File: config.mk
export PLATFORM = sky130hd
export DESIGN_NAME = two_state_markov_channel
export DESIGN_NICKNAME = d
export VERILOG_FILES = /design/src/rtl/mkvch_pkg.sv /design/src/rtl/mkvch_div.sv /design/src/rtl/two_state_markov_channel.sv
export SDC_FILE = /design/constraint.sdc
export NUM_CORES = 2
export LEC_CHECK = 0
export BUFFER_PORTS_ARGS = -buffer_cell sky130_fd_sc_hd__clkbuf_2
export CAP_MARGIN = 20
export CORE_ASPECT_RATIO = 1.4
export CORE_UTILIZATION = 60
export CTS_CLUSTER_SIZE = 12
export DETAILED_ROUTE_END_ITERATION = 12
export PLACE_DENSITY_LB_ADDON = 0.2
export SYNTH_ARGS = -nofsm -noshare
export SYNTH_HDL_FRONTEND = slang
export SYNTH_SLANG_ARGS = --single-unit
File: constraint.sdc
create_clock -name clock -period 16 [get_ports clock]
set_input_delay 1.6 -clock clock [delete_from_list [all_inputs] [get_ports clock]]
set_output_delay 1.6 -clock clock [all_outputs]
set_load 0.01 [all_outputs]
File: src/rtl/mkvch_pkg.sv
// Shared constants, register codes and types for the two-state Markov channel.
// Used by the serial divider and by the top level; depends on nothing.
package mkvch_pkg;

   // default sizes of the parameterized datapath
   localparam int PROB_FRAC_BITS_DEF = 16;
   localparam int TIME_BITS_DEF      = 32;

   // fixed port widths
   localparam int NOW_W       = 32;
   localparam int DRAW_W      = 16;
   localparam int BER_W       = 33;
   localparam int STEP_W      = 32;
   localparam int CSR_DATA_W  = 33;
   localparam int CSR_INDEX_W = 3;

   // reset value of the step length register
   localparam logic [STEP_W-1:0] STEP_RESET = STEP_W'(5);

   // configuration register indexes
   localparam logic [CSR_INDEX_W-1:0] CSR_BER_GOOD  = 3'd0;
   localparam logic [CSR_INDEX_W-1:0] CSR_BER_BAD   = 3'd1;
   localparam logic [CSR_INDEX_W-1:0] CSR_PROB_GB   = 3'd2;
   localparam logic [CSR_INDEX_W-1:0] CSR_PROB_BG   = 3'd3;
   localparam logic [CSR_INDEX_W-1:0] CSR_STEP      = 3'd4;
   localparam logic [CSR_INDEX_W-1:0] CSR_START_BAD = 3'd5;

   // status of the shared serial divider
   typedef struct packed {
      logic busy;
      logic done;
   } div_stat_type;

endpackage

File: src/rtl/mkvch_div.sv
// Restoring serial divider, one quotient bit per cycle, unsigned operands.
// Depends on mkvch_pkg for its status struct.
module mkvch_div #(
   parameter int DW = 34,
   parameter int VW = 32
) (
   input  logic                    clock,
   input  logic                    reset,
   input  logic                    start,
   input  logic [DW-1:0]           dividend,
   input  logic [VW-1:0]           divisor,
   output mkvch_pkg::div_stat_type stat,
   output logic [DW-1:0]           quotient,
   output logic [VW-1:0]           remainder
);
   import mkvch_pkg::*;

   localparam int CNT_W = $clog2(DW + 1);

   logic             busy_ff, busy_in;
   logic             done_ff, done_in;
   logic [CNT_W-1:0] cnt_ff, cnt_in;
   logic [DW-1:0]    quo_ff, quo_in;
   logic [VW-1:0]    rem_ff, rem_in;
   logic [VW-1:0]    dvs_ff, dvs_in;
   logic [VW:0]      trial;
   logic [VW:0]      diff;
   logic             fits;

   // trial subtract of the divisor from the shifted partial remainder
   always_comb begin
      trial = {rem_ff, quo_ff[DW-1]};
      diff  = trial - {1'b0, dvs_ff};
      fits  = (trial >= {1'b0, dvs_ff});
   end

   // load on start, then shift one quotient bit in per cycle
   always_comb begin
      busy_in = busy_ff;
      done_in = 1'b0;
      cnt_in  = cnt_ff;
      quo_in  = quo_ff;
      rem_in  = rem_ff;
      dvs_in  = dvs_ff;
      if (start) begin
         busy_in = 1'b1;
         cnt_in  = CNT_W'(DW);
         quo_in  = dividend;
         rem_in  = '0;
         dvs_in  = divisor;
      end else if (busy_ff) begin
         quo_in = {quo_ff[DW-2:0], fits};
         rem_in = fits ? diff[VW-1:0] : trial[VW-1:0];
         cnt_in = cnt_ff - CNT_W'(1);
         if (cnt_ff == CNT_W'(1)) begin
            busy_in = 1'b0;
            done_in = 1'b1;
         end
      end
   end

   always_ff @(posedge clock) begin
      if (reset) begin
         busy_ff <= 1'b0;
         done_ff <= 1'b0;
         cnt_ff  <= '0;
      end else begin
         busy_ff <= busy_in;
         done_ff <= done_in;
         cnt_ff  <= cnt_in;
      end
   end

   always_ff @(posedge clock) begin
      quo_ff <= quo_in;
      rem_ff <= rem_in;
      dvs_ff <= dvs_in;
   end

   assign stat.busy = busy_ff;
   assign stat.done = done_ff;
   assign quotient  = quo_ff;
   assign remainder = rem_ff;

endmodule

File: src/rtl/two_state_markov_channel.sv
// Two-state (good/bad) Markov channel: sequencer, shared multiplier, registers.
// Depends on mkvch_pkg and instantiates the serial divider mkvch_div.
//
// One request is taken at a time and one response comes back for each. A request
// runs: the elapsed-time divide (DW = max(TIME_BITS, 2*PROB_FRAC_BITS + 2), 34 by
// default), a check state, square-and-multiply on the shared multiplier for each
// bit of the step count, the numerator, the probability divide and an output
// state. A request with no whole step elapsed, or with both transition probabilities
// zero, skips the power and the second divide. Both divides share the single
// serial divider. A finished response waits in its output register while the
// next request is taken. The user must write configuration only while the block
// is idle; the block itself does not enforce it.
module two_state_markov_channel #(
   parameter int PROB_FRAC_BITS = mkvch_pkg::PROB_FRAC_BITS_DEF,
   parameter int TIME_BITS      = mkvch_pkg::TIME_BITS_DEF
) (
   input  logic                               clock,
   input  logic                               reset,
   input  logic                               req_valid,
   output logic                               req_ready,
   input  logic [mkvch_pkg::NOW_W-1:0]        req_now_ticks,
   input  logic [mkvch_pkg::DRAW_W-1:0]       req_rand_draw,
   output logic                               rsp_valid,
   input  logic                               rsp_ready,
   output logic                               rsp_channel_bad,
   output logic [mkvch_pkg::BER_W-1:0]        rsp_error_rate,
   input  logic                               csr_wr_en,
   input  logic [mkvch_pkg::CSR_INDEX_W-1:0]  csr_index,
   input  logic [mkvch_pkg::CSR_DATA_W-1:0]   csr_wdata
);
   import mkvch_pkg::*;

   localparam int F   = PROB_FRAC_BITS;
   localparam int TW  = TIME_BITS;
   localparam int PW  = F + 1;                    // probability register width
   localparam int MW  = F + 2;                    // signed Q1.F operand width
   localparam int PRW = 2 * MW;                   // product width
   localparam int DW  = (TW > 2 * F + 2) ? TW : 2 * F + 2;
   localparam int VW  = (STEP_W > MW) ? STEP_W : MW;
   localparam int CW  = DW + DRAW_W;              // draw against probability compare

   localparam logic [PW-1:0]        PROB_ONE = {1'b1, {F{1'b0}}};
   localparam logic signed [MW-1:0] Q_ONE    = {2'b01, {F{1'b0}}};

   // sequencer state codes
   localparam logic [3:0] S_IDLE    = 4'd0;
   localparam logic [3:0] S_TDIV    = 4'd1;
   localparam logic [3:0] S_CHECK   = 4'd2;
   localparam logic [3:0] S_POW_A   = 4'd3;
   localparam logic [3:0] S_POW_AW  = 4'd4;
   localparam logic [3:0] S_POW_B   = 4'd5;
   localparam logic [3:0] S_POW_BW  = 4'd6;
   localparam logic [3:0] S_NUM_M   = 4'd7;
   localparam logic [3:0] S_NUM_W   = 4'd8;
   localparam logic [3:0] S_PDIV    = 4'd9;
   localparam logic [3:0] S_DONE    = 4'd10;

   // configuration registers
   logic [BER_W-1:0]  ber_good_ff;
   logic [BER_W-1:0]  ber_bad_ff;
   logic [PW-1:0]     prob_gb_ff;
   logic [PW-1:0]     prob_bg_ff;
   logic [STEP_W-1:0] step_ff;

   // sequencer and datapath registers
   logic [3:0]               state_ff, state_in;
   logic                     bad_ff, bad_in;
   logic [TW-1:0]            last_ff, last_in;
   logic [TW-1:0]            now_ff;
   logic [DRAW_W-1:0]        draw_ff;
   logic [TW-1:0]            n_ff, n_in;
   logic [TW-1:0]            adv_ff, adv_in;
   logic signed [MW-1:0]     acc_ff, acc_in;
   logic signed [MW-1:0]     base_ff, base_in;
   logic signed [PRW-1:0]    prod_ff, prod_in;
   logic                     neg_ff, neg_in;
   logic                     rsp_valid_ff, rsp_valid_in;
   logic                     rsp_bad_ff, rsp_bad_in;
   logic [BER_W-1:0]         rsp_rate_ff, rsp_rate_in;

   // combinational datapath
   logic [PW-1:0]         pgb, pbg, p_same, p_other;
   logic [MW-1:0]         s_sum;
   logic [STEP_W-1:0]     step_eff;
   logic [TW-1:0]         elapsed;
   logic signed [MW-1:0]  mul_a, mul_b;
   logic signed [PRW-1:0] mul_p;
   logic [PRW-1:0]        prod_mag, prod_sh, prod_q;
   logic signed [MW-1:0]  trunc_q;
   logic signed [PRW-1:0] num;
   logic [PRW-1:0]        num_mag;
   logic [CW-1:0]         cmp_lhs, cmp_rhs;
   logic                  flip;
   logic                  accept;

   // divider hookup
   logic         div_start;
   logic [DW-1:0] div_dividend;
   logic [VW-1:0] div_divisor;
   div_stat_type  div_stat;
   logic [DW-1:0] div_quotient;
   logic [VW-1:0] div_remainder;

   mkvch_div #(
      .DW(DW),
      .VW(VW)
   ) u_div (
      .clock     (clock),
      .reset     (reset),
      .start     (div_start),
      .dividend  (div_dividend),
      .divisor   (div_divisor),
      .stat      (div_stat),
      .quotient  (div_quotient),
      .remainder (div_remainder)
   );

   assign req_ready = (state_ff == S_IDLE);
   assign accept    = req_valid && req_ready;

   // saturate probabilities and form the sum, the operands for this state, the effective step and the elapsed time
   always_comb begin
      pgb      = (prob_gb_ff > PROB_ONE) ? PROB_ONE : prob_gb_ff;
      pbg      = (prob_bg_ff > PROB_ONE) ? PROB_ONE : prob_bg_ff;
      s_sum    = {1'b0, pgb} + {1'b0, pbg};
      p_same   = bad_ff ? pbg : pgb;
      p_other  = bad_ff ? pgb : pbg;
      step_eff = (step_ff == '0) ? STEP_W'(1) : step_ff;
      elapsed  = TW'(req_now_ticks) - last_ff;
   end

   // shared multiplier: operands picked by the sequencer
   always_comb begin
      mul_a = acc_ff;
      mul_b = base_ff;
      unique case (state_ff)
         S_POW_B: begin
            mul_a = base_ff;
            mul_b = base_ff;
         end
         S_NUM_M: begin
            mul_a = acc_ff;
            mul_b = $signed({1'b0, p_same});
         end
         default: begin
            mul_a = acc_ff;
            mul_b = base_ff;
         end
      endcase
      mul_p = mul_a * mul_b;
   end

   // drop the fraction bits of the registered product, rounding toward zero
   always_comb begin
      prod_mag = prod_ff[PRW-1] ? PRW'(-prod_ff) : PRW'(prod_ff);
      prod_sh  = prod_mag >> F;
      prod_q   = prod_ff[PRW-1] ? PRW'(-prod_sh) : prod_sh;
      trunc_q  = $signed(prod_q[MW-1:0]);
   end

   // numerator p_other * ONE + pow * p_same and its magnitude
   always_comb begin
      num     = $signed(PRW'(p_other) << F) + prod_ff;
      num_mag = num[PRW-1] ? PRW'(-num) : PRW'(num);
   end

   // flip when draw * ONE exceeds stay * 2^16; with a negative numerator, flip when draw or stay is nonzero
   always_comb begin
      cmp_lhs = CW'(draw_ff) << F;
      cmp_rhs = CW'(div_quotient) << DRAW_W;
      if (neg_ff) begin
         flip = (draw_ff != '0) || (div_quotient != '0);
      end else begin
         flip = (cmp_lhs > cmp_rhs);
      end
   end

   // divider start and operand selection
   always_comb begin
      div_start    = 1'b0;
      div_dividend = DW'(elapsed);
      div_divisor  = VW'(step_eff);
      if (accept) begin
         div_start = 1'b1;
      end else if (state_ff == S_NUM_W) begin
         div_start    = 1'b1;
         div_dividend = DW'(num_mag);
         div_divisor  = VW'(s_sum);
      end
   end

   // sequencer
   always_comb begin
      state_in     = state_ff;
      bad_in       = bad_ff;
      last_in      = last_ff;
      n_in         = n_ff;
      adv_in       = adv_ff;
      acc_in       = acc_ff;
      base_in      = base_ff;
      prod_in      = prod_ff;
      neg_in       = neg_ff;
      rsp_valid_in = rsp_valid_ff;
      rsp_bad_in   = rsp_bad_ff;
      rsp_rate_in  = rsp_rate_ff;

      // drop the response once taken
      if (rsp_valid_ff && rsp_ready) begin
         rsp_valid_in = 1'b0;
      end

      unique case (state_ff)
         S_IDLE: begin
            if (accept) begin
               state_in = S_TDIV;
            end
         end
         S_TDIV: begin
            // step count and the time of the last whole step
            if (div_stat.done) begin
               n_in     = div_quotient[TW-1:0];
               adv_in   = now_ff - TW'(div_remainder);
               state_in = S_CHECK;
            end
         end
         S_CHECK: begin
            if (n_ff == '0) begin
               state_in = S_DONE;
            end else begin
               last_in = adv_ff;
               acc_in  = Q_ONE;
               base_in = Q_ONE - $signed(s_sum);
               if (s_sum == '0) begin
                  state_in = S_DONE;
               end else begin
                  state_in = S_POW_A;
               end
            end
         end
         S_POW_A: begin
            // multiply the accumulator in where the exponent bit is set
            if (n_ff[0]) begin
               prod_in  = mul_p;
               state_in = S_POW_AW;
            end else begin
               state_in = S_POW_B;
            end
         end
         S_POW_AW: begin
            acc_in   = trunc_q;
            state_in = S_POW_B;
         end
         S_POW_B: begin
            // advance the exponent and square the base while bits remain
            n_in = n_ff >> 1;
            if ((n_ff >> 1) != '0) begin
               prod_in  = mul_p;
               state_in = S_POW_BW;
            end else begin
               state_in = S_NUM_M;
            end
         end
         S_POW_BW: begin
            base_in  = trunc_q;
            state_in = S_POW_A;
         end
         S_NUM_M: begin
            prod_in  = mul_p;
            state_in = S_NUM_W;
         end
         S_NUM_W: begin
            neg_in   = num[PRW-1];
            state_in = S_PDIV;
         end
         S_PDIV: begin
            if (div_stat.done) begin
               if (flip) begin
                  bad_in = ~bad_ff;
               end
               state_in = S_DONE;
            end
         end
         S_DONE: begin
            // hold until the output register is free
            if (!rsp_valid_ff || rsp_ready) begin
               rsp_valid_in = 1'b1;
               rsp_bad_in   = bad_ff;
               rsp_rate_in  = bad_ff ? ber_bad_ff : ber_good_ff;
               state_in     = S_IDLE;
            end
         end
         default: begin
            state_in = S_IDLE;
         end
      endcase

      // initial state load from the configuration port
      if (csr_wr_en && (csr_index == CSR_START_BAD)) begin
         bad_in = csr_wdata[0];
      end
   end

   // control registers
   always_ff @(posedge clock) begin
      if (reset) begin
         state_ff     <= S_IDLE;
         bad_ff       <= 1'b0;
         last_ff      <= '0;
         rsp_valid_ff <= 1'b0;
      end else begin
         state_ff     <= state_in;
         bad_ff       <= bad_in;
         last_ff      <= last_in;
         rsp_valid_ff <= rsp_valid_in;
      end
   end

   // payload registers
   always_ff @(posedge clock) begin
      if (accept) begin
         now_ff  <= TW'(req_now_ticks);
         draw_ff <= req_rand_draw;
      end
      n_ff        <= n_in;
      adv_ff      <= adv_in;
      acc_ff      <= acc_in;
      base_ff     <= base_in;
      prod_ff     <= prod_in;
      neg_ff      <= neg_in;
      rsp_bad_ff  <= rsp_bad_in;
      rsp_rate_ff <= rsp_rate_in;
   end

   // configuration writes
   always_ff @(posedge clock) begin
      if (reset) begin
         ber_good_ff <= '0;
         ber_bad_ff  <= '0;
         prob_gb_ff  <= '0;
         prob_bg_ff  <= '0;
         step_ff     <= STEP_RESET;
      end else if (csr_wr_en) begin
         unique case (csr_index)
            CSR_BER_GOOD: ber_good_ff <= csr_wdata[BER_W-1:0];
            CSR_BER_BAD:  ber_bad_ff  <= csr_wdata[BER_W-1:0];
            CSR_PROB_GB:  prob_gb_ff  <= csr_wdata[PW-1:0];
            CSR_PROB_BG:  prob_bg_ff  <= csr_wdata[PW-1:0];
            CSR_STEP:     step_ff     <= csr_wdata[STEP_W-1:0];
            default: begin
            end
         endcase
      end
   end

   assign rsp_valid       = rsp_valid_ff;
   assign rsp_channel_bad = rsp_bad_ff;
   assign rsp_error_rate  = rsp_rate_ff;

endmodule
; Word level (Yosys, flattened, before mapping)
; Cells that the tools add are included.
[word_totals]
regBits = 495
elab_cells = 157
[op_classes]
n_lt_le_gt_ge = 4
n_bitwise = 3
n_reduce_logical = 38
mux = 52
addsub = 10
mul = 1
eq_ne = 23
[ops]
columns = cell, count
row1 = 34-bit two-way mux, 6
row2 = 32-bit two-way mux, 5
row3 = 36-bit case mux with 3 select lines, 1
row4 = 32-bit subtractor, 3
row5 = 18-bit two-way mux, 5
row6 = 36-bit two-way mux, 2
row7 = 18-bit case mux with 2 select lines, 2
row8 = 17-bit two-way mux, 4
row9 = 34-bit negator, 2
row10 = 32-bit zero test, 2
row11 = 32-bit case mux with 2 select lines, 1
row12 = 32-bit by 50-bit > comparator with 1-bit output, 1
row13 = 4-bit case mux with 11 select lines, 1
row14 = 34-bit by 36-bit adder with 36-bit output, 1
row15 = 18-bit by 18-bit multiplier with 36-bit output, 1
row16 = 17-bit > comparator (second input constant), 2
row17 = 34-bit nonzero test, 1
row18 = 33-bit by 32-bit >= comparator with 1-bit output, 1
row19 = 33-bit two-way mux, 1
row20 = 32-bit nonzero test, 1
row21 = 4-bit two-way mux, 6
row22 = 2-bit AND reduction, 11
row23 = 17-bit by 17-bit adder with 18-bit output, 1
row24 = 18-bit zero test, 1
row25 = 28 further kinds, 69

; Longest topological paths before layout
[depth]
word_depth = 9
mapped_depth = 34

; Modules after synthesis
; A second synthesis with hierarchy kept.
[hier_totals]
cells_unflattened = 4531
area_unflattened_um2 = 41020.6
[by_module_without_submodules]
columns = mod, n_inst, cells_per_inst, area_each_um2, seq_area_each_um2
row1 = two_state_markov_channel, 1, 3901, 34792.1, 9979.6
row2 = mkvch_div, 1, 630, 6228.5, 2782.7

; Worst setup path before layout
; No wires, ideal clock.
[synth_timing]
path_kind = register to register
from = reg state_ff[0]
to = reg prod_ff[27], data pin
required_time_ns = 15.742
period_less_slack_ns = 7.778
arrival_ns = 7.520
path_slack_ns = 8.222
setup_ns = 0.258
n_path_buf = 4
stages_incl_launch_ff = 29
cell_sequence = dfxtp_1 > clkbuf_1 > nand2_1 > nor2_1 > buf_1 > buf_1 > mux2i_1 > clkbuf_1 > nor2_1 > fa_1 > inv_1 > fa_1 > fa_1 > inv_1 > fa_1 > fa_1 > inv_1 > fa_1 > inv_1 > ha_1 > a21o_1 > a21o_1 > a21o_1 > a21o_1 > a221oi_1 > o21ai_0 > a21o_1 > a21oi_1 > xnor2_1
[synth_between]
elab_chain_len = 5
elab_cells_between_ends = 9
classes_between = mul: 1 / eq/ne: 3 / mux: 5
[synth_rtl]
columns = item, line
row1 = from (decl), two_state_markov_channel.sv:66  ; logic [3:0] state_ff, state_in;
row2 = from (signal assigned), two_state_markov_channel.sv:311  ; state_ff <= state_in;
row3 = 4-bit by 3-bit equality test with 1-bit output, two_state_markov_channel.sv:136  ; unique case (state_ff)
row4 = 18-bit two-way mux, two_state_markov_channel.sv:136
row5 = 18-bit by 18-bit multiplier with 36-bit output (*), two_state_markov_channel.sv:150  ; mul_p = mul_a * mul_b;
row6 = net mul_p[27], two_state_markov_channel.sv:87  ; logic signed [PRW-1:0] mul_p;
row7 = "36-bit two-way mux, on equally long branches", "two_state_markov_channel.sv:256, two_state_markov_channel.sv:242"
row8 = 36-bit case mux with 3 select lines (*), two_state_markov_channel.sv:212  ; unique case (state_ff)
row9 = to (signal assigned), two_state_markov_channel.sv:328  ; prod_ff <= prod_in;
row10 = to (decl), two_state_markov_channel.sv:75  ; logic signed [PRW-1:0] prod_ff, prod_in;
; The timed path passes the listed nets; every way through them passes the cells marked *. The select of a mux whose other input is x is not followed.
; A chain may end at the register's enable or synchronous reset.

; Final worst setup path
[layout_timing]
from = reg state_ff[0]
to = reg prod_ff[34], data pin
; The elaborated chain is that of the path after synthesis.

==> insert_results.sql <==
INSERT INTO impl_metrics (metric_group, metric, value, unit) VALUES
('outcome', 'status', 'completed', ''),
('synthesis', 'ys.warnings.count', '0', ''),
('setup_path', 'timing.critical_path.arrival', '9.21', 'ns'),
('layout', 'synthToLayoutAreaGrowth', '7.55', '%'),
('layout', 'final_nets', '5212', ''),
('pwr', 'irDropWorstVdd', '0.0000945', 'V'),
('synthesis', 'ys_types', '87', ''),
('layout', 'n_fill_cell', '5564', ''),
('pwr', 'p_total', '0.00341', 'W'),
('clock_network', 'cts.reportedPaths.clkPinSlew', '0.06', 'ns'),
('clock_network', 'cts_buffers', '51', ''),
('setup_path', 'worst_path_dominant_cell_family', 'adder cells', ''),
('synthesis', 'syn_nets', '5158', ''),
('setup_path', 'r2r_cells', '23', ''),
('clock_network', 'clock_sink_count', '495', ''),
('drt', 'routedWlPerCell', '20.5', 'µm'),
('placement', 'io_buffers', '124', ''),
('setup_path', 'rr_endpoint', 'prod_ff[34]', ''),
('setup_path', 'critical_path_sink_type', 'register', ''),
('synthesis', 'synth-seq-cells', '495', ''),
('setup_path', 'ff2ff_setup_slack', '7.15', 'ns'),
('clock_network', 'post-cts-setup-buffers', '0', ''),
('layout', 'most-common-layout-cells', 'sky130_fd_sc_hd__nand2_1 (630), sky130_fd_sc_hd__inv_1 (576), sky130_fd_sc_hd__nor2_1 (367), sky130_fd_sc_hd__a21oi_1 (346), sky130_fd_sc_hd__fa_1 (334)', ''),
('synthesis', 'post_synth_inst_count', '4493', ''),
('clock_network', 'cts_tree', 'done', ''),
('pwr', 'p_leak', '18.5', 'nW'),
('drt', 'routed-via-count', '32600', ''),
('timing', 'timing_max_transition_violations_final', '0', ''),
('synthesis', 'ys_seq_area_share', '31.4', '%'),
('setup_path', 'setup.worst_path.start_class', 'register', ''),
('drt', 'detail_route.iter0.violations', '2565', ''),
('setup_path', 'critical_path.slowest_cell', 'sky130_fd_sc_hd__mux2i_1', ''),
('synthesis', 'avgSynthCellArea', '9.05', 'µm²'),
('synthesis', 'synth_ff_type', 'sky130_fd_sc_hd__edfxtp_1', ''),
('clock_network', 'clk_path_buf_depth', '3', ''),
('min_path', 'min_delay_path_depth', '2', ''),
('floorplanning', 'die_area', '68900', 'µm²'),
('floorplanning', 'floorplan.initialDensity', '60.9', '%'),
('drt', 'detailed_routing_iteration_count_for_the_pre_antenna_repair_pass', '6', ''),
('clock_network', 'htree_levels', '2', ''),
('setup_path', 'critical_path_peak_fanout', '33', ''),
('grt', 'antenna_violations_before_repair', '0', ''),
('grt', 'global_route_wire_length_before_repair', '175000', 'µm'),
('grt', 'number_of_global_route_vias_before_repair', '32300', ''),
('synthesis', 'synth_async_sr_flop_share', '0', '%'),
('setup_path', 'timing.rr.start', 'state_ff[0]', ''),
('floorplanning', 'chipHeight', '310', 'µm'),
('timing', 'slew-limit-headroom', '19.4', '%'),
('floorplanning', 'row_count', '112', ''),
('setup_path', 'critical_path_class', 'register to register', ''),
('min_path', 'min_to', 'ber_bad_ff[29]', ''),
('layout', 'post_route_cells_drive_above_1_share', '8.31', '%'),
('setup_path', 'worstPathCellList', 'nand2_1 > nor2_4 > mux2i_1 > nor2_1 > fa_1 > inv_1 > fa_1 > fa_1 > inv_1 > fa_1 > fa_1 > inv_1 > fa_1 > inv_1 > ha_1 > a21o_1 > nor4_1 > o211ai_1 > a41oi_1 > o21a_1 > o31ai_1 > a311oi_1 > xnor2_1', ''),
('drt', 'drt_drc_violations_left', '0', ''),
('placement', 'hpwl', '86300', 'µm'),
('timing', 'setup_tns', '0', 'ns'),
('floorplanning', 'design.core.area', '66800', 'µm²'),
('grt', 'grt_start_max_net_pins', '102', ''),
('timing', 'final_critical_period', '8.85', 'ns'),
('placement', 'gp_congestion', '0.975', ''),
('layout', 'antenna_cells_inserted', '0', ''),
('timing', 'rsz0062_at_grt', 'false', ''),
('drt', 'ant_nets', '0', ''),
('min_path', 'hold_path_startpoint', 'ber_bad_ff[29]', ''),
('drt', 'routed_wirelength', '111000', 'µm'),
('synthesis', 'synth-edff-count', '285', ''),
('timing', 'finalCritPeriodShare', '55.3', '%'),
('setup_path', 'critPathMostFrequentCell', 'sky130_fd_sc_hd__fa_1', ''),
('layout', 'most_common_library_cell_in_the_layout_ignoring_fill_and_taps', 'sky130_fd_sc_hd__nand2_1', ''),
('pwr', 'power.density', '77.9', 'nW/µm²'),
('setup_path', 'crit_buf_inv', '4', '');
## worst reg2reg max path, stage by stage, from the launching register on
cell                       delay [ns]
sky130_fd_sc_hd__dfxtp_1         0.51
sky130_fd_sc_hd__nand2_1         0.21
sky130_fd_sc_hd__nor2_4          0.88
sky130_fd_sc_hd__mux2i_1         1.00
sky130_fd_sc_hd__nor2_1          0.18
sky130_fd_sc_hd__fa_1            0.58
sky130_fd_sc_hd__inv_1           0.05
sky130_fd_sc_hd__fa_1            0.51
sky130_fd_sc_hd__fa_1            0.51
sky130_fd_sc_hd__inv_1           0.05
sky130_fd_sc_hd__fa_1            0.51
sky130_fd_sc_hd__fa_1            0.55
sky130_fd_sc_hd__inv_1           0.05
sky130_fd_sc_hd__fa_1            0.52
sky130_fd_sc_hd__inv_1           0.04
sky130_fd_sc_hd__ha_1            0.33
sky130_fd_sc_hd__a21o_1          0.19
sky130_fd_sc_hd__nor4_1          0.37
sky130_fd_sc_hd__o211ai_1        0.24
sky130_fd_sc_hd__a41oi_1         0.39
sky130_fd_sc_hd__o21a_1          0.27
sky130_fd_sc_hd__o31ai_1         0.15
sky130_fd_sc_hd__a311oi_1        0.39
sky130_fd_sc_hd__xnor2_1         0.10
## metal layers
metal / track usage [%] / vias up / part of all wire [%]
met5: 0 / - / 0
met1: 38.5 / 15800 / 38
li1: - / 15200 / -
met3: 3.32 / 383 / 5.4
met4: 19.0 / 0 / 6.3
met2: 57.7 / 1176 / 50
## how the worst max path moves through the flow
stage                     start     endpoint  slack [ns]  cells past startpoint
floorplan           state_ff[0]  prod_ff[27]        8.22                     28
global placement    state_ff[0]  prod_ff[27]        7.34                     23
detailed placement  state_ff[0]  prod_ff[34]        7.19                     23
CTS                 state_ff[0]  prod_ff[34]        7.17                     23
global route        state_ff[0]  prod_ff[34]        6.66                     23
finish              state_ff[0]  prod_ff[34]        7.15                     23
## cells in the mapped netlist (all sizes together) (8+ instances only)
library cell,instances,area [µm²]
a211o,8,70.1
a211oi,30,225
a21o,73,548
a21oi,347,1740
a221oi,8,70.1
a31oi,29,196
and2,52,325
and3,23,144
buf,19,88.8
clkbuf,155,582
dfxtp,210,4200
edfxtp,285,8560
fa,334,6690
ha,242,3030
inv,578,2170
mux2,83,935
mux2i,64,641
nand2,633,2390
nand2b,37,231
nand3,69,350
nand3b,9,67.6
nand4,28,175
nand4b,8,70.1
nor2,371,1390
nor2b,43,269
nor3,64,325
nor4,55,350
o211ai,14,105
o21a,32,240
o21ai,160,801
o21bai,16,120
o221ai,24,210
o31ai,17,133
or2,18,113
or3,15,98.8
or4,10,82.6
xnor2,143,1250
xor2,76,666
## cell families after synthesis
| family | after synthesis | share of synthesized area [%] |
|---|---|---|
| simple gates | 1452 | 16.0 |
| mux | 147 | 3.87 |
| buf+inv | 753 | 6.99 |
| flops | 495 | 31.4 |
| xor+xnor | 219 | 4.72 |
| compound gates | 851 | 13.1 |
| fa+ha+maj | 576 | 23.9 |
## per-stage QoR
step | instances | utilization [%] | setup slack, ns | cell area [µm²] | hold slack (ns)
5_1_grt | 5442 | 65.5 | 6.66 | 43700 | 0.468
3_3_place_gp | 5343 | 63.0 | 7.34 | 42100 | 0.438
6_report | 5442 | 65.5 | 7.15 | 43700 | 0.450
4_1_cts | 5436 | 65.3 | 7.17 | 43700 | 0.453
3_5_place_dp | 5343 | 63.0 | 7.19 | 42100 | 0.443
2_1_floorplan | 4493 | - | 8.22 | 40700 | 0.406
## report_power, final
part	switching [W]	internal, W
registers	0.0000512	0.00142
clock network	0.000531	0.000637
logic	0.000455	0.000312
total	0.00104	0.00237
## registers in the layout, summed over array words and instances, names as in the netlist, 6 cells and up
name / flops
prob_bg_ff: 17
step_ff: 32
n_ff: 32
base_ff: 18
u_div.dvs_ff: 32
prob_gb_ff: 17
u_div.remainder: 32
last_ff: 32
adv_ff: 32
now_ff: 32
ber_bad_ff: 33
rsp_error_rate: 33
draw_ff: 16
u_div.cnt_ff: 6
ber_good_ff: 33
u_div.quotient: 34
prod_ff: 36
acc_ff: 18
## final cells by class
cell class | count | area (µm²) | share of cell area [%]
clock buffers | 79 | 1400 | 3.20
well taps | 855 | 1070 | 2.45
flip-flops and latches | 495 | 12800 | 29.2
repair buffers | 175 | 1040 | 2.37
clock inverters | 14 | 160 | 0.366
inverters | 579 | 2170 | 4.97
multi-input cells | 3245 | 25100 | 57.5
Note: power is estimated with default switching activity, not from simulation.
